$ cat src/b62_pkg.sv
// Shared types, constants and the digit-to-ASCII function of the base-62 encoder.
// Depends on nothing; every other file but the macros header refers to it by scoped names.
package b62_pkg;

  localparam int unsigned RADIX      = 62;
  localparam int unsigned NUM_DIGITS = 22;
  localparam int unsigned VALUE_W    = 128;
  localparam int unsigned HALF_W     = 64;
  localparam int unsigned CHUNK_W    = 16;
  localparam int unsigned NUM_CHUNKS = VALUE_W / CHUNK_W;
  localparam int unsigned CHUNK_CNT_W = $clog2(NUM_CHUNKS);
  localparam int unsigned REM_W      = 6;
  localparam int unsigned PART_W     = CHUNK_W + REM_W;
  localparam int unsigned POS_W      = 5;
  localparam int unsigned CHAR_W     = 7;

  // Reciprocal of the radix, exact for every partial dividend below 2^PART_W.
  localparam int unsigned RECIP_SHIFT = PART_W + REM_W;
  localparam longint unsigned RECIP_VAL =
    ((64'd1 << RECIP_SHIFT) + RADIX - 1) / RADIX;
  localparam int unsigned RECIP_W = 23;
  localparam logic [RECIP_W-1:0] RECIP = RECIP_VAL[RECIP_W-1:0];
  localparam int unsigned PROD_W = PART_W + RECIP_W;

  localparam logic [POS_W-1:0] FIRST_POS = '0;
  localparam logic [POS_W-1:0] LAST_POS  = POS_W'(NUM_DIGITS - 1);

  localparam logic [CHUNK_CNT_W-1:0] LAST_CHUNK = CHUNK_CNT_W'(NUM_CHUNKS - 1);

  localparam logic [CHAR_W-1:0] ASCII_ZERO    = 7'd48;
  localparam logic [CHAR_W-1:0] ASCII_UPPER_A = 7'd65;
  localparam logic [CHAR_W-1:0] ASCII_LOWER_A = 7'd97;
  localparam logic [REM_W-1:0]  DIGIT_TEN     = 6'd10;
  localparam logic [REM_W-1:0]  DIGIT_UPPER_END = 6'd36;
  localparam logic [REM_W-1:0]  DIGIT_LOWER_END = 6'd62;

  typedef struct packed {
    logic [CHUNK_W-1:0] quotient;
    logic [REM_W-1:0]   remainder;
  } div_res_t;

  // Alphabet 0-9, A-Z, a-z; codes past the alphabet map to '0'.
  function automatic logic [CHAR_W-1:0] digit_char(input logic [REM_W-1:0] d);
    logic [CHAR_W-1:0] code;
    if (d < DIGIT_TEN) begin
      code = ASCII_ZERO + CHAR_W'(d);
    end else if (d < DIGIT_UPPER_END) begin
      code = ASCII_UPPER_A + CHAR_W'(d - DIGIT_TEN);
    end else if (d < DIGIT_LOWER_END) begin
      code = ASCII_LOWER_A + CHAR_W'(d - DIGIT_UPPER_END);
    end else begin
      code = ASCII_ZERO;
    end
    return code;
  endfunction

endpackage

$ cat src/b62_in_if.sv
// Input channel of the base-62 encoder: valid/ready with the 128-bit value.
// Depends on b62_pkg for the half width.
interface b62_in_if;
  logic                        valid;
  logic                        ready;
  logic [b62_pkg::HALF_W-1:0]  value_high;
  logic [b62_pkg::HALF_W-1:0]  value_low;

  modport source (output valid, output value_high, output value_low, input ready);
  modport sink   (input valid, input value_high, input value_low, output ready);
endinterface

$ cat src/b62_out_if.sv
// Output channel of the base-62 encoder: valid/ready with one character.
// Depends on b62_pkg for field widths.
interface b62_out_if;
  logic                        valid;
  logic                        ready;
  logic [b62_pkg::CHAR_W-1:0]  char_code;
  logic [b62_pkg::POS_W-1:0]   digit_position;
  logic                        last_digit;

  modport source (output valid, output char_code, output digit_position,
                  output last_digit, input ready);
  modport sink   (input valid, input char_code, input digit_position,
                  input last_digit, output ready);
endinterface

$ cat src/b62_chunk_div.sv
// Shared divider: one 16-bit chunk of long division by 62 per use.
// Depends on b62_pkg for widths, the reciprocal and the result struct.
module b62_chunk_div (
  input  logic [b62_pkg::REM_W-1:0]   rem,
  input  logic [b62_pkg::CHUNK_W-1:0] chunk,
  output b62_pkg::div_res_t           res
);

  logic [b62_pkg::PART_W-1:0] part;
  logic [b62_pkg::PROD_W-1:0] prod;
  logic [b62_pkg::CHUNK_W-1:0] quot;
  logic [b62_pkg::PART_W-1:0] quot_x62;
  logic [b62_pkg::PART_W-1:0] diff;

  // The incoming remainder is below 62, so the quotient fits in one chunk.
  assign part = {rem, chunk};
  assign prod = {{b62_pkg::RECIP_W{1'b0}}, part} *
                {{b62_pkg::PART_W{1'b0}}, b62_pkg::RECIP};
  assign quot = prod[b62_pkg::RECIP_SHIFT +: b62_pkg::CHUNK_W];

  // q * 62 as q * 64 - q * 2.
  assign quot_x62 = {quot, 6'b0} - {{(b62_pkg::REM_W - 1){1'b0}}, quot, 1'b0};
  assign diff     = part - quot_x62;

  assign res.quotient  = quot;
  assign res.remainder = diff[b62_pkg::REM_W-1:0];

endmodule

$ cat src/b62_digit_store.sv
// Generic RAM with one write port and one registered read port.
// Depends on b62_pkg for the default width and depth of the digit store.
module b62_digit_store #(
  parameter int unsigned WIDTH = b62_pkg::REM_W,
  parameter int unsigned DEPTH = b62_pkg::NUM_DIGITS,
  localparam int unsigned ADDR_W = $clog2(DEPTH)
) (
  input  logic              clk,
  input  logic              wr_en,
  input  logic [ADDR_W-1:0] wr_addr,
  input  logic [WIDTH-1:0]  wr_data,
  input  logic [ADDR_W-1:0] rd_addr,
  output logic [WIDTH-1:0]  rd_data
);

  logic [WIDTH-1:0] digits [DEPTH];

  always_ff @(posedge clk) begin
    if (wr_en) begin
      digits[wr_addr] <= wr_data;
    end
    rd_data <= digits[rd_addr];
  end

endmodule

$ cat src/base62_encode_128.sv
// Top level of the 128-bit base-62 encoder: sequencer, working value, output register.
// Depends on b62_pkg, b62_in_if, b62_out_if, b62_chunk_div and b62_digit_store.
//
//   channel    direction  payload                                    per item
//   value_ch   in         value_high[63:0], value_low[63:0]          1 transaction
//   char_ch    out        char_code[6:0], digit_position[4:0], last  22 transactions
//
// One divider step handles a 16-bit chunk per cycle, step after step for each chunk of
// every digit and all 22 digits in turn; ST_FETCH then reads the first digit from the
// store. A stall on char_ch holds the sequencer where it is. value_ch is ready only
// while idle. The final character may still wait in the output register when the
// next value is accepted. Reset is synchronous and needs no clearing pass.
module base62_encode_128 (
  input  logic    clk,
  input  logic    rst,
  b62_in_if.sink  value_ch,
  b62_out_if.source char_ch
);

  typedef enum logic [1:0] {ST_IDLE, ST_DIVIDE, ST_FETCH, ST_EMIT} state_t;

  state_t                              state;
  logic [b62_pkg::VALUE_W-1:0]         working_value;
  logic [b62_pkg::REM_W-1:0]           rem;
  logic [b62_pkg::CHUNK_CNT_W-1:0]     chunk_cnt;
  logic [b62_pkg::POS_W-1:0]           wr_pos;
  logic [b62_pkg::POS_W-1:0]           digit_counter;
  logic                                out_valid;
  logic [b62_pkg::CHAR_W-1:0]          out_char;
  logic [b62_pkg::POS_W-1:0]           out_pos;
  logic                                out_last;

  b62_pkg::div_res_t                   div_res;
  logic                                store_wr;
  logic [b62_pkg::POS_W-1:0]           rd_pos;
  logic [b62_pkg::REM_W-1:0]           store_rd_data;
  logic                                out_load;

  b62_chunk_div u_div (
    .rem   (rem),
    .chunk (working_value[b62_pkg::VALUE_W-1 -: b62_pkg::CHUNK_W]),
    .res   (div_res)
  );

  assign store_wr = (state == ST_DIVIDE) && (chunk_cnt == b62_pkg::LAST_CHUNK);

  // The read is registered, so the address runs one character ahead of each load.
  assign rd_pos = (out_load && (digit_counter != b62_pkg::LAST_POS)) ?
                  digit_counter + 1'b1 : digit_counter;

  b62_digit_store #(
    .WIDTH (b62_pkg::REM_W),
    .DEPTH (b62_pkg::NUM_DIGITS)
  ) u_store (
    .clk     (clk),
    .wr_en   (store_wr),
    .wr_addr (wr_pos),
    .wr_data (div_res.remainder),
    .rd_addr (rd_pos),
    .rd_data (store_rd_data)
  );

  assign out_load = (state == ST_EMIT) && (!out_valid || char_ch.ready);

  always_ff @(posedge clk) begin
    if (rst) begin
      state         <= ST_IDLE;
      working_value <= '0;
      rem           <= '0;
      chunk_cnt     <= '0;
      wr_pos        <= b62_pkg::LAST_POS;
      digit_counter <= b62_pkg::FIRST_POS;
      out_valid     <= 1'b0;
    end else begin
      if (out_valid && char_ch.ready && !out_load) begin
        out_valid <= 1'b0;
      end
      unique case (state)
        ST_IDLE: begin
          if (value_ch.valid) begin
            working_value <= {value_ch.value_high, value_ch.value_low};
            rem           <= '0;
            chunk_cnt     <= '0;
            wr_pos        <= b62_pkg::LAST_POS;
            state         <= ST_DIVIDE;
          end
        end
        ST_DIVIDE: begin
          // The quotient chunk shifts in at the bottom, so after eight steps the
          // register holds the full quotient in order again.
          working_value <= {working_value[b62_pkg::VALUE_W-b62_pkg::CHUNK_W-1:0],
                            div_res.quotient};
          chunk_cnt     <= chunk_cnt + 1'b1;
          if (chunk_cnt == b62_pkg::LAST_CHUNK) begin
            rem <= '0;
            if (wr_pos == b62_pkg::FIRST_POS) begin
              digit_counter <= b62_pkg::FIRST_POS;
              state         <= ST_FETCH;
            end else begin
              wr_pos <= wr_pos - 1'b1;
            end
          end else begin
            rem <= div_res.remainder;
          end
        end
        ST_FETCH: begin
          state <= ST_EMIT;
        end
        ST_EMIT: begin
          if (out_load) begin
            out_valid <= 1'b1;
            out_char  <= b62_pkg::digit_char(store_rd_data);
            out_pos   <= digit_counter;
            out_last  <= (digit_counter == b62_pkg::LAST_POS);
            if (digit_counter == b62_pkg::LAST_POS) begin
              digit_counter <= b62_pkg::FIRST_POS;
              state         <= ST_IDLE;
            end else begin
              digit_counter <= digit_counter + 1'b1;
            end
          end
        end
        default: begin
          state <= ST_IDLE;
        end
      endcase
    end
  end

  assign value_ch.ready        = (state == ST_IDLE);
  assign char_ch.valid         = out_valid;
  assign char_ch.char_code     = out_char;
  assign char_ch.digit_position = out_pos;
  assign char_ch.last_digit    = out_last;

endmodule

$ cat src/flat_wrapper.sv
// flat-port wrapper written by rule: the top's interface ports become plain ports
module base62_encode_128_flat 
  (clk, rst, value_ch_valid, value_ch_value_high, value_ch_value_low, value_ch_ready, char_ch_valid, char_ch_char_code, char_ch_digit_position, char_ch_last_digit, char_ch_ready);
  b62_in_if value_ch_i ();
  b62_out_if char_ch_i ();
  input  logic clk;
  input  logic rst;
  input wire logic [$bits(value_ch_i.valid)-1:0] value_ch_valid;
  input wire logic [$bits(value_ch_i.value_high)-1:0] value_ch_value_high;
  input wire logic [$bits(value_ch_i.value_low)-1:0] value_ch_value_low;
  output wire logic [$bits(value_ch_i.ready)-1:0] value_ch_ready;
  output wire logic [$bits(char_ch_i.valid)-1:0] char_ch_valid;
  output wire logic [$bits(char_ch_i.char_code)-1:0] char_ch_char_code;
  output wire logic [$bits(char_ch_i.digit_position)-1:0] char_ch_digit_position;
  output wire logic [$bits(char_ch_i.last_digit)-1:0] char_ch_last_digit;
  input wire logic [$bits(char_ch_i.ready)-1:0] char_ch_ready;
  assign value_ch_i.valid = value_ch_valid;
  assign value_ch_i.value_high = value_ch_value_high;
  assign value_ch_i.value_low = value_ch_value_low;
  assign value_ch_ready = value_ch_i.ready;
  assign char_ch_valid = char_ch_i.valid;
  assign char_ch_char_code = char_ch_i.char_code;
  assign char_ch_digit_position = char_ch_i.digit_position;
  assign char_ch_last_digit = char_ch_i.last_digit;
  assign char_ch_i.ready = char_ch_ready;
  base62_encode_128 u_core (.clk(clk), .rst(rst), .value_ch(value_ch_i), .char_ch(char_ch_i));
endmodule
$ cat config.mk
export PLATFORM = sky130hd
export DESIGN_NAME = base62_encode_128_flat
export DESIGN_NICKNAME = d
export VERILOG_FILES = /design/src/b62_pkg.sv /design/src/b62_in_if.sv /design/src/b62_out_if.sv /design/src/b62_chunk_div.sv /design/src/b62_digit_store.sv /design/src/base62_encode_128.sv /design/src/flat_wrapper.sv
export SDC_FILE = /design/constraint.sdc
export NUM_CORES = 1
export LEC_CHECK = 0
export ABC_AREA = 1
export ABC_CLOCK_PERIOD_IN_PS = 5700
export BUFFER_PORTS_ARGS = -buffer_cell sky130_fd_sc_hd__buf_2
export CAP_MARGIN = 25
export CORE_MARGIN = 4
export CORE_UTILIZATION = 40
export DETAILED_ROUTE_END_ITERATION = 7
export PLACE_DENSITY_LB_ADDON = 0.12
export REMOVE_ABC_BUFFERS = 1
export SLEW_MARGIN = 30
export SYNTH_ARGS = -nofsm -noshare
export SYNTH_HDL_FRONTEND = slang
export SYNTH_HIERARCHICAL = 1
export SYNTH_SLANG_ARGS = --single-unit
export TNS_END_PERCENT = 1
$ cat constraint.sdc
create_clock -name clk -period 5.7 [get_ports clk]
set_clock_uncertainty 0.2 [all_clocks]
set_input_delay 1.14 -clock clk [delete_from_list [all_inputs] [get_ports clk]]
set_output_delay 1.14 -clock clk [all_outputs]
set_load 0.01 [all_outputs]
# == Word-level counts from Yosys, hierarchy flattened ==
# Memories as Yosys holds them, arrays and structs flattened. A register that Yosys moved wholly into a read port is not among the register bits.
# Index checks and enable logic that the tools add are counted.
# op_classes
add_sub_neg,10
mux,31
order_cmp,3
eq_ne,12
multipliers,1
bitwise_logic,1
n_reduce_logical,17
# ops
op,count
128-bit case mux with 2 select lines,1
128-bit 2-to-1 mux,1
22-bit by 23-bit multiplier with 44-bit output (second input constant),1
5-bit 2-to-1 mux,8
7-bit 2-to-1 mux,3
5-bit case mux with 2 select lines,2
7-bit adder (first input constant),2
6-bit less-than comparator (second input constant),2
6-bit 2-to-1 mux,2
6-bit case mux with 2 select lines,1
2-bit 2-to-1 mux,5
2-bit inequality test (second input constant),5
2-bit case mux with 4 select lines,1
4-bit AND reduction,2
6-bit by 6-bit adder with 7-bit output (first input constant),1
6-bit by 4-bit subtractor with 7-bit output (second input constant),1
6-bit by 6-bit subtractor with 7-bit output (second input constant),1
6-bit by 4-bit less-than comparator with 1-bit output (second input constant),1
3-bit case mux with 2 select lines,1
1-bit by 6-bit subtractor with 6-bit output (first input constant),1
6-bit subtractor,1
5-bit by 1-bit adder with 5-bit output (second input constant),1
5-bit equality test (second input constant),1
1-bit logical AND,5
18 further kinds,25
# word_totals
mem_count,1
out_inout_bits,15
regBits,163
mem_bits_rw,132
# mem_list
memory,depth,width,rd,rd_ports_with_merged_regs,wr,line,text
u_core.u_store.digits,22,6,1,1,1,b62_digit_store.sv:16,logic [WIDTH-1:0] digits [DEPTH];

# == Logic depth before layout (Yosys ltp) ==
# Gate-level depths: netlist of the first run.
# depth
word_depth,8
depth_mapped,31
ltp_nobuf,31

# == Modules after synthesis ==
# Netlist of the first run, hierarchy kept.
# by_module_without_submodules
mod,cells_per_inst,seq_area_each_um2,n_inst,area_each_um2
base62_encode_128,980,3393.3,1,7422.1
b62_chunk_div,788,0.0,1,5561.6
b62_digit_store,479,4083.9,1,5557.8

# == Worst setup path after synthesis of the first run ==
# No wires, ideal clock.
# synth_timing
path_type,register to register
startpoint,register u_core/rem[3] (netlist bit)
endpoint,"memory u_core/u_store/digits[0][3] (netlist bit), data pin"
n_path_buf,0
period_less_slack_ns,5.738
path_slack_ns,-0.038
stages_incl_launch_ff,21
setup_ns,0.326
arrival_ns,5.211
required_time_ns,5.174
path_cell_list,dfxtp_1 ha_1 ha_1 ha_1 fa_1 inv_1 fa_1 inv_1 fa_1 ha_1 ha_1 nand2_1 inv_1 a21oi_2 nor2_1 nor2_1 nand2_1 xor2_1 ha_1 fa_1 xor2_1
# synth_lines
element,line,text
start: declaration,base62_encode_128.sv:24,logic [b62_pkg::REM_W-1:0] rem;
start signal: assignment,base62_encode_128.sv:103,rem <= div_res.remainder;
end: declaration,b62_digit_store.sv:16,

==> flow_metrics.py, run 1 <==
metrics = {
    "status": {
        "status": "completed",
    },
    "critical_path": {
        "cp_max_fo": 6,
        "cpMostUsedCell": "ha_4",
        "r2r_start": "u_core/rem[5]",
        "rr_endpoint": "u_core/u_store/digits[1][5]",
        "critical_path.slowest_cell": "fa_1",
        "crit_arrival_ns": 5.71,
        "crit_family": "adder cells",
        "cp_num_buf_inv": 6,
        "worstSetupPathType": "flip-flop to flip-flop",
        "reg2reg_slack_ns": 0.09,
        "crit_path_end_kind": "flip-flop",
        "cpPeakStageDelay_ns": 0.57,
        "crit_required_ns": 5.80,
        "start_kind": "flip-flop",
        "r2r_cells": 26,
    },
    "layout": {
        "fin_area_um2": 22100,
        "drive_above_1_share_pct": 18.1,
        "areaGrowthSynthToFinish_pct": 19.1,
        "multiInputGateArea_um2": 10300,
        "nFillCells": 4418,
        "stdcell_count": 3067,
        "layout.nets": 2809,
        "seq_area_um2": 7490,
        "final_util_pct": 48.5,
    },
    "floorplanning": {
        "die-area_um2": 49900,
        "die_w_um": 223,
        "core.rowCount": 78,
        "initial_core_util_pct": 40.7,
        "coreArea_um2": 45600,
        "ios": 147,
        "die_y_um": 223,
    },
    "placed_design": {
        "dp.cells": 2997,
        "port-buffer-count": 146,
        "place.gp.congestion": 0.945,
        "post-dp-hpwl_um": 39600,
        "postPlaceCellArea_um2": 20300,
    },
    "synthesis": {
        "async_flop_share_pct": 0,
        "syn_avg_cell_area_um2": 8.25,
        "netlist_instances": 2247,
        "yosysMostFrequentCell": "nand2_1",
        "synth-simple-area-share_pct": 21.8,
        "synth_cell_types": 39,
        "synthFlopType": "dfxtp_1",
        "synth_area_leaders": "edfxtp_1 23%, dfxtp_1 17%, nand2_1 14%",
        "synth_edf_count": 145,
        "synth_xor_area_share_pct": 0.472,
        "synth_top_family_by_area": "simple AND/OR/NAND/NOR gates",
        "synth-seq-cells": 301,
        "synth_common_cells": "669 x nand2_1, 204 x inv_1, 190 x ha_1",
        "synth_seq_area_share_pct": 40.3,
        "ys_warn_count": 6,
        "synth_mux_area_share_pct": 0.108,
        "synth_top_area_share_pct": 23.5,
        "synth_top_cell_by_area": "edfxtp_1",
        "synth_adder_area_share_pct": 17.9,
        "synth_area_um2": 18500,
        "synth_compound_gate_area_share_pct": 11.7,
    },
    "timing": {
        "layout_min_cycle_time_ns": 5.61,
        "final_max_slew_viol_count": 0,
        "tightest_slew_ns": 0.962,
        "hold_viol": 0,
        "slew_headroom_pct": 35.8,
        "max_freq_mhz": 178,
        "finalSetupViolCount": 0,
        "rsz0062_at_grt": "true",
        "period_share_pct": 98.4,
    },
    "clock_tree": {
        "clk_latency_ns": 0.55,
        "clkSlewWorstSetupHoldPaths_ns": 0.06,
        "numCtsBuffers": 34,
        "holdBufCountCts": 0,
        "clk_path_buf_depth": 3,
        "root_buffer": "clkbuf_16",
        "cts_tree": "yes",
        "cts_num_sinks": 301,
        "htreeDepth": 2,
    },
    "global_route": {
        "grt_pass1_wl_um": 83000,
        "grt_pass1_vias": 15700,
        "met2_usage_pct": 37.2,
        "met1_usage_pct": 25.7,
        "grt_max_degree": 200,
        "grt_overflow_total": 0,
        "antenna_found_initial": 4,
        "use_met3_pct": 2.70,
        "track_usage_pct": 20.5,
        "top_usage_layer": "met2",
    },
    "route": {
        "drt_pass1_iterations": 5,
        "ant_nets": 0,
        "routedWlPerCell_um": 17.2,
        "drcViolationCount": 0,
        "via_per_inst": 5.12,
        "vias": 15700,
        "drtIter0Drc": 982,
        "wl_um": 52700,
    },
    "min_path": {
        "holdPathStages": 2,
        "hp-start": "u_core/working_value[100]",
        "min_to": "u_core/working_value[116]",
        "hp-class": "flip-flop to flip-flop",
    },
    "run": {
        "drv_cap": 0,
    },
}
logic make-up (layout without fill, tap and decap cells):
logic type                 count (synthesis)  in the layout
AOI/OAI and AO/OA                        388            388
other                                      0              1
buffers and inverters                    311            530
and+or+nand+nor                          998            998
DFF                                      301            301
adders and majority gates                237            237
xor gates and xnor gates                  10             10
muxes                                      2              2
worst min-delay path: cells and delay by family, from the launching register on:
| family | cells | cell delay [ns] |
|---|---|---|
| DFF | 1 | 0.30 |
| AOI/OAI and AO/OA | 1 | 0.08 |
| and+or+nand+nor | 1 | 0.05 |
per-stage QoR:
stage / setup TNS, ns / setup slack, ns / hold WS [ns]
floorplan: -17.04 / -0.236 / 0.233
global placement: -4.03 / -0.179 / 0.252
detailed placement: -8.20 / -0.230 / 0.260
CTS: 0 / 0.00822 / 0.271
global route: -2.46 / -0.124 / 0.284
finish: 0 / 0.0889 / 0.263
layer usage:
metal / routed length [µm] / vias to the layer above
li1: - / 7966
met1: 23000 / 7376
met2: 26500 / 291
met3: 1880 / 67
met4: 1260 / 6
met5: 34 / -
state kept, by name (all words and copies together) (netlist names):
| register | flops |
|---|---|
| u_core/working_value | 128 |
| u_core/char_ch.digit_position | 5 |
| u_core/state | 2 |
| u_core/wr_pos | 5 |
| u_core/u_store/digits | 132 |
| u_core/char_ch.last_digit | 1 |
| u_core/digit_counter | 5 |
| u_core/char_ch.char_code | 7 |
| u_core/char_ch.valid | 1 |
| u_core/u_store/rd_data | 6 |
| u_core/rem | 6 |
| u_core/chunk_cnt | 3 |
cells in the final DEF, fill, tap and decap left out, drive strengths merged, types with 10 or more instances in the layout:
master  Yosys  routed
nand4      18      18
edfxtp    145     145
fa         47      47
nand3     147     147
o21ai     186     186
ha        190     190
nor2      144     144
buf        61     257
nor3       13      13
a31oi     129     129
inv       209     210
o21bai     10      10
a21oi      59      59
nand2     672     672
dfxtp     156     156
clkbuf     40      47
clkinv      1      13
how the worst max path moves through the flow:
stage                       start                            to  slack, ns  depth (start not counted)
finish              u_core/rem[5]   u_core/u_store/digits[1][5]       0.09                         26
global route        u_core/rem[5]  u_core/u_store/digits[20][5]      -0.12                         25
CTS                 u_core/rem[3]  u_core/u_store/digits[20][5]      0.008                         28
detailed placement  u_core/rem[3]   u_core/u_store/digits[1][5]      -0.23                         28
global placement    u_core/rem[4]   u_core/u_store/digits[1][5]      -0.18                         26
floorplan           char_ch_ready     u_core/u_store/rd_data[1]      -0.24                         14
final cells by class:
type,count,area share [%]
flip-flops and latches,301,33.9
clock buffers,46,4.33
repair buffers,258,7.40
clock inverters,16,0.668
well taps,600,3.40
diodes,1,0.0113
inverters,210,3.66
multi-input cells,1635,46.6
timing repair:
item	CTS	global route
setup buffers	2	3
gates resized for setup	46	85
pin swaps	12	40
setup endpoints to repair	52	47
cloned	0	2
Power of run 1 is not shown: default switching activity piles up to over one toggle a cycle in this logic, so the estimate is an artifact.
==> inputs of run 2 (changes only) <==
- CORE_MARGIN: 4 -> 1
- GPL_TIMING_DRIVEN: default -> 0
- RECOVER_POWER: default -> 25
==> flow_metrics.py, run 2 (synthesis gave the netlist of run 1 again) <==
metrics = {
    "status": {
        "status": "finished, violations left",
        "violations": "max-capacitance violations, max-slew violations, negative setup slack",
    },
    "clock_tree": {
        "cts_tree": "yes",
        "clk_latency_ns": 0.54,
        "numCtsBuffers": 34,
        "root_buffer": "clkbuf_16",
        "clk_path_buf_depth": 3,
        "holdBufCountCts": 0,
        "cts_num_sinks": 301,
        "htreeDepth": 2,
        "clkSlewWorstSetupHoldPaths_ns": 0.06,
    },
    "layout": {
        "drive_above_1_share_pct": 15.3,
        "layout.nets": 2744,
        "top_register": "u_core/u_store/digits",
        "multiInputGateArea_um2": 10300,
        "final_common_cell": "nand2_1",
        "largest_reg_flops": 132,
        "layout_common_cells": "650 x nand2_1, 195 x inv_1, 158 x ha_1",
        "seq_area_um2": 7530,
        "nFillCells": 4472,
        "areaGrowthSynthToFinish_pct": 17.3,
        "stdcell_count": 2999,
    },
    "placed_design": {
        "place.gp.congestion": 0.905,
        "port-buffer-count": 146,
        "post-dp-hpwl_um": 36300,
        "dp.cells": 2907,
    },
    "timing": {
        "layout_min_cycle_time_ns": 5.83,
        "final_max_slew_viol_count": 91,
        "setup_slack_ns": -0.125,
        "max_freq_mhz": 172,
        "finalSetupViolCount": 23,
        "period_share_pct": 102,
        "tightest_slew_ns": 1.85,
        "rsz0062_at_grt": "true",
        "slew_headroom_pct": -23.3,
        "hold_viol": 0,
    },
    "global_route": {
        "antenna_found_initial": 8,
        "track_usage_pct": 21.3,
        "grt_pass1_vias": 15200,
        "grt_max_degree": 110,
        "grt_overflow_total": 0,
        "grt_pass1_wl_um": 79200,
    },
    "floorplanning": {
        "die_y_um": 217,
        "die_w_um": 217,
        "coreArea_um2": 45600,
        "core.rowCount": 78,
        "die-area_um2": 47200,
        "ios": 147,
        "initial_core_util_pct": 40.7,
    },
    "min_path": {
        "hp-class": "flip-flop to flip-flop",
    },
    "route": {
        "drt_pass1_iterations": 5,
        "routedWlPerCell_um": 16.6,
        "drtIter0Drc": 875,
        "vias": 15400,
        "drcViolationCount": 0,
        "wl_um": 49700,
        "via_per_inst": 5.14,
        "ant_nets": 0,
    },
    "critical_path": {
        "crit_required_ns": 5.78,
        "worstSetupPathType": "flip-flop to flip-flop",
        "cp_max_fo": 12,
        "start_kind": "flip-flop",
        "crit_path_end_kind": "flip-flop",
        "crit_arrival_ns": 5.90,
    },
    "run": {
        "drv_cap": 2,
    },
}
==> run 2: cell count changes in the layout (fill, tap and decap cells not counted), sizes merged <==
cell and delta:
clkinvlp +3, clkinv -6, bufinv -1, inv -1
clkbuf +18, buf -81
==> run 2: final timing paths <==
check	start	end	slack [ns]	depth (start not counted)
max reg2reg	u_core/rem[5]	u_core/u_store/digits[16][5]	-0.13	27
min	u_core/working_value[47]	u_core/working_value[63]	0.26	2
min reg2reg	u_core/working_value[47]	u_core/working_value[63]	0.26	2
max	u_core/rem[5]	u_core/u_store/digits[16][5]	-0.13	27
==> run 2: through the flow <==
step	util (%)	cell area [µm²]	TNS (ns)	worst slack, ns	hold WS [ns]
floorplan	-	17900	-17.04	-0.236	0.233
global placement	42.5	19400	-642.34	-3.51	0.245
detailed placement	43.5	19800	-64.35	-1.30	0.261
CTS	47.4	21600	-3.23	-0.164	0.253
global route	47.7	21700	-11.14	-0.327	0.277
finish	47.7	21700	-2.43	-0.125	0.258
==> run 2: what timing repair did <==
| action | 4_1_cts | 5_1_grt |
|---|---|---|
| endpoints found under the setup margin | 115 | 92 |
| setup buffers | 26 | 5 |
| hold endpoints to repair | 0 | 0 |
| pin swaps | 30 | 24 |
| gates resized for setup | 123 | 39 |
| gates cloned | 1 | 0 |
==> run 2: worst max-delay path, stage by stage, from the launching register on <==
cell and delay (ns):
dfxtp_4 0.37, ha_2 0.19, ha_4 0.27, ha_4 0.19
fa_1 0.52, inv_2 0.05, fa_1 0.53, inv_1 0.05
fa_1 0.55, ha_4 0.22, ha_4 0.24, nand2_4 0.08
inv_1 0.05, a21oi_2 0.14, nor2_1 0.05, nor2_1 0.11
nand2_2 0.11, xor2_4 0.22, ha_4 0.18, fa_2 0.34
nand3_2 0.09, nand2_4 0.07, xor2_4 0.16, inv_2 0.06
nand3_2 0.09, nand2_4 0.14, clkinvlp_4 0.12, buf_12 0.15
==> run 2: area by class of cell <==
| type | instances | area share (%) |
|---|---|---|
| well taps | 600 | 3.45 |
| inverters | 210 | 3.72 |
| clock buffers | 49 | 4.45 |
| clock inverters | 10 | 0.334 |
| diodes | 1 | 0.0115 |
| multi-input cells | 1635 | 47.5 |
| repair inverters | 1 | 0.0345 |
| flip-flops and latches | 301 | 34.6 |
| repair buffers | 192 | 5.82 |
==> run 2: per-layer routing <==
metal | vias to the layer above | global-route usage [%] | share of wire (%)
met4 | 14 | 10.2 | 4.5
li1 | 7837 | - | -
met2 | 283 | 36.5 | 48
met1 | 7177 | 25.8 | 43
met5 | - | 0 | 0.16
met3 | 114 | 3.75 | 4.3
Power of run 2 is left out for the same reason.
==> inputs of run 3 (changes only) <==
- CORE_UTILIZATION: 40 -> 55
- SETUP_SLACK_MARGIN: default -> 0.1
==> flow_metrics.py, run 3 (synthesis gave the netlist of run 1 again) <==
metrics = {
    "critical_path": {
        "crit_family": "adder cells",
        "crit_required_ns": 5.82,
        "cp.depth": 24,
        "r2r_cells": 24,
        "rr_endpoint": "u_core/u_store/digits[6][5]",
        "crit_chain": "ha_4 > inv_2 > fa_1 > fa_1 > inv_2 > fa_1 > fa_2 > ha_4 > ha_4 > nand2_2 > nor3_1 > nand2_1 > nand2_2 > xor2_4 > ha_4 > fa_2 > nand3_2 > nand2_4 > xor2_4 > nand3_2 > nand2_4 > clkinvlp_4 > buf_12 > buf_16",
        "crit_start": "u_core/rem[4]",
        "reg2reg_slack_ns": -0.22,
        "worstSetupPathType": "flip-flop to flip-flop",
        "cpPeakStageDelay_ns": 0.58,
        "crit_arrival_ns": 6.04,
        "cp_max_fo": 5,
        "critical_path.slowest_cell": "fa_2",
        "cpMostUsedCell": "ha_4",
        "cp_num_buf_inv": 5,
        "start_kind": "flip-flop",
        "r2r_start": "u_core/rem[4]",
        "crit_end": "u_core/u_store/digits[6][5]",
        "crit_path_end_kind": "flip-flop",
    },
    "layout": {
        "top_register": "u_core/u_store/digits",
        "layout.nets": 2759,
        "nFillCells": 2776,
        "layout_common_cells": "646 x nand2_1, 192 x inv_1, 153 x ha_1",
        "final_common_cell": "nand2_1",
        "largest_reg_flops": 132,
        "areaGrowthSynthToFinish_pct": 17.7,
        "drive_above_1_share_pct": 16.3,
    },
    "timing": {
        "hold_viol": 0,
        "period_share_pct": 104,
        "setup_slack_ns": -0.221,
        "finalSetupViolCount": 25,
        "hold_ws_ns": 0.264,
        "rsz0062_at_grt": "true",
        "tightest_slew_ns": 2.45,
        "final_max_slew_viol_count": 167,
        "max_freq_mhz": 169,
        "slew_headroom_pct": -63.2,
        "layout_min_cycle_time_ns": 5.92,
    },
    "clock_tree": {
        "cts_tree": "yes",
        "holdBufCountCts": 0,
        "root_buffer": "clkbuf_16",
        "numCtsBuffers": 31,
        "htreeDepth": 1,
        "cts_num_sinks": 301,
        "clkSlewWorstSetupHoldPaths_ns": 0.06,
        "clk_latency_ns": 0.57,
        "clk_path_buf_depth": 3,
    },
    "min_path": {
        "hp-class": "flip-flop to flip-flop",
        "holdPathStages": 2,
    },
    "route": {
        "routedWlPerCell_um": 16.9,
        "vias": 15800,
        "via_per_inst": 5.54,
        "drt_pass1_iterations": 5,
        "wl_met1_um": 19700,
        "ant_nets": 0,
        "drcViolationCount": 0,
        "wl_met3_um": 2460,
        "highest_layer": "met5",
        "wl_met2_um": 24200,
        "wl_um": 48400,
        "drtIter0Drc": 1100,
    },
    "global_route": {
        "grt_max_degree": 105,
        "antenna_found_initial": 5,
        "track_usage_pct": 28.2,
        "grt_pass1_wl_um": 76200,
        "grt_overflow_total": 0,
        "grt_pass1_vias": 15200,
    },
    "status": {
        "status": "finished, violations left",
        "violations": "max-capacitance violations, max-slew violations, negative setup slack",
    },
    "floorplanning": {
        "core.rowCount": 66,
        "coreArea_um2": 32900,
        "die-area_um2": 34400,
        "ios": 147,
        "initial_core_util_pct": 56.4,
        "die_w_um": 186,
        "die_y_um": 186,
    },
    "placed_design": {
        "post-dp-hpwl_um": 33500,
        "port-buffer-count": 146,
        "dpl_worst_slack_ns": -1.24,
        "place.gp.congestion": 0.939,
    },
    "run": {
        "drv_cap": 3,
    },
}
run 3: changes by cell type in the layout (fill, tap and decap cells not counted), moves of 5 or more:
cell     previous run  this run
ha_4               27        37
o21ai_1           136       141
o21ai_2             5         0
ha_1              158       153
nand2_2            15        20
buf_4              28        46
ha_2                5         0
run 3: layout make-up:
class	count	area, µm²	share of cell area [%]
Tap cell	442	553	2.53
Timing Repair inverter	1	7.51	0.0344
Clock inverter	4	63.8	0.292
Timing Repair Buffer	210	1450	6.65
Sequential cell	301	7530	34.5
Multi-Input combinational cell	1635	10500	48.0
Antenna cell	4	10.0	0.0459
Inverter	210	801	3.67
Clock buffer	51	932	4.27
run 3: routing by layer:
layer  global-route usage, %  up-vias
li1                        -     7873
met1                    33.8     7412
met2                    50.9      424
met3                    3.68      127
met4                    11.2        6
met5                       0        -
run 3: worst register-to-register path: stages, from the launching register on:
cell and delay (ns):
dfxtp_4 0.38, ha_4 0.27, inv_2 0.03, fa_1 0.44, fa_1 0.50, inv_2 0.04
fa_1 0.49, fa_2 0.58, ha_4 0.21, ha_4 0.32, nand2_2 0.10, nor3_1 0.21
nand2_1 0.11, nand2_2 0.14, xor2_4 0.24, ha_4 0.18, fa_2 0.22, nand3_2 0.10
nand2_4 0.09, xor2_4 0.20, nand3_2 0.12, nand2_4 0.10, clkinvlp_4 0.14, buf_12 0.16
buf_16 0.12
run 3: worst min path at each step:
stage	startpoint	endpoint
floorplan	u_core/chunk_cnt[0]	u_core/chunk_cnt[0]
global placement	u_core/chunk_cnt[0]	u_core/chunk_cnt[0]
detailed placement	u_core/chunk_cnt[0]	u_core/chunk_cnt[0]
CTS	u_core/chunk_cnt[0]	u_core/chunk_cnt[0]
global route	u_core/working_value[107]	u_core/working_value[123]
finish	u_core/working_value[106]	u_core/working_value[122]
run 3: metrics by stage:
stage	utilization, %	cells	area (µm²)	TNS, ns
2_1_floorplan	-	2146	17900	-17.04
3_3_place_gp	58.4	2734	19200	-517.96
3_5_place_dp	59.7	2747	19600	-57.63
4_1_cts	66.2	2849	21700	-2.09
5_1_grt	66.4	2856	21800	-16.89
6_report	66.4	2858	21800	-4.52
run 3: repair_timing:
action                                  CTS  global route
endpoints found under the setup margin  115            88
pin swaps                                54            14
setup buffers                            45             5
resized for setup                       156            26
cloned                                    2             0
Power of run 3 is left out for the same reason.
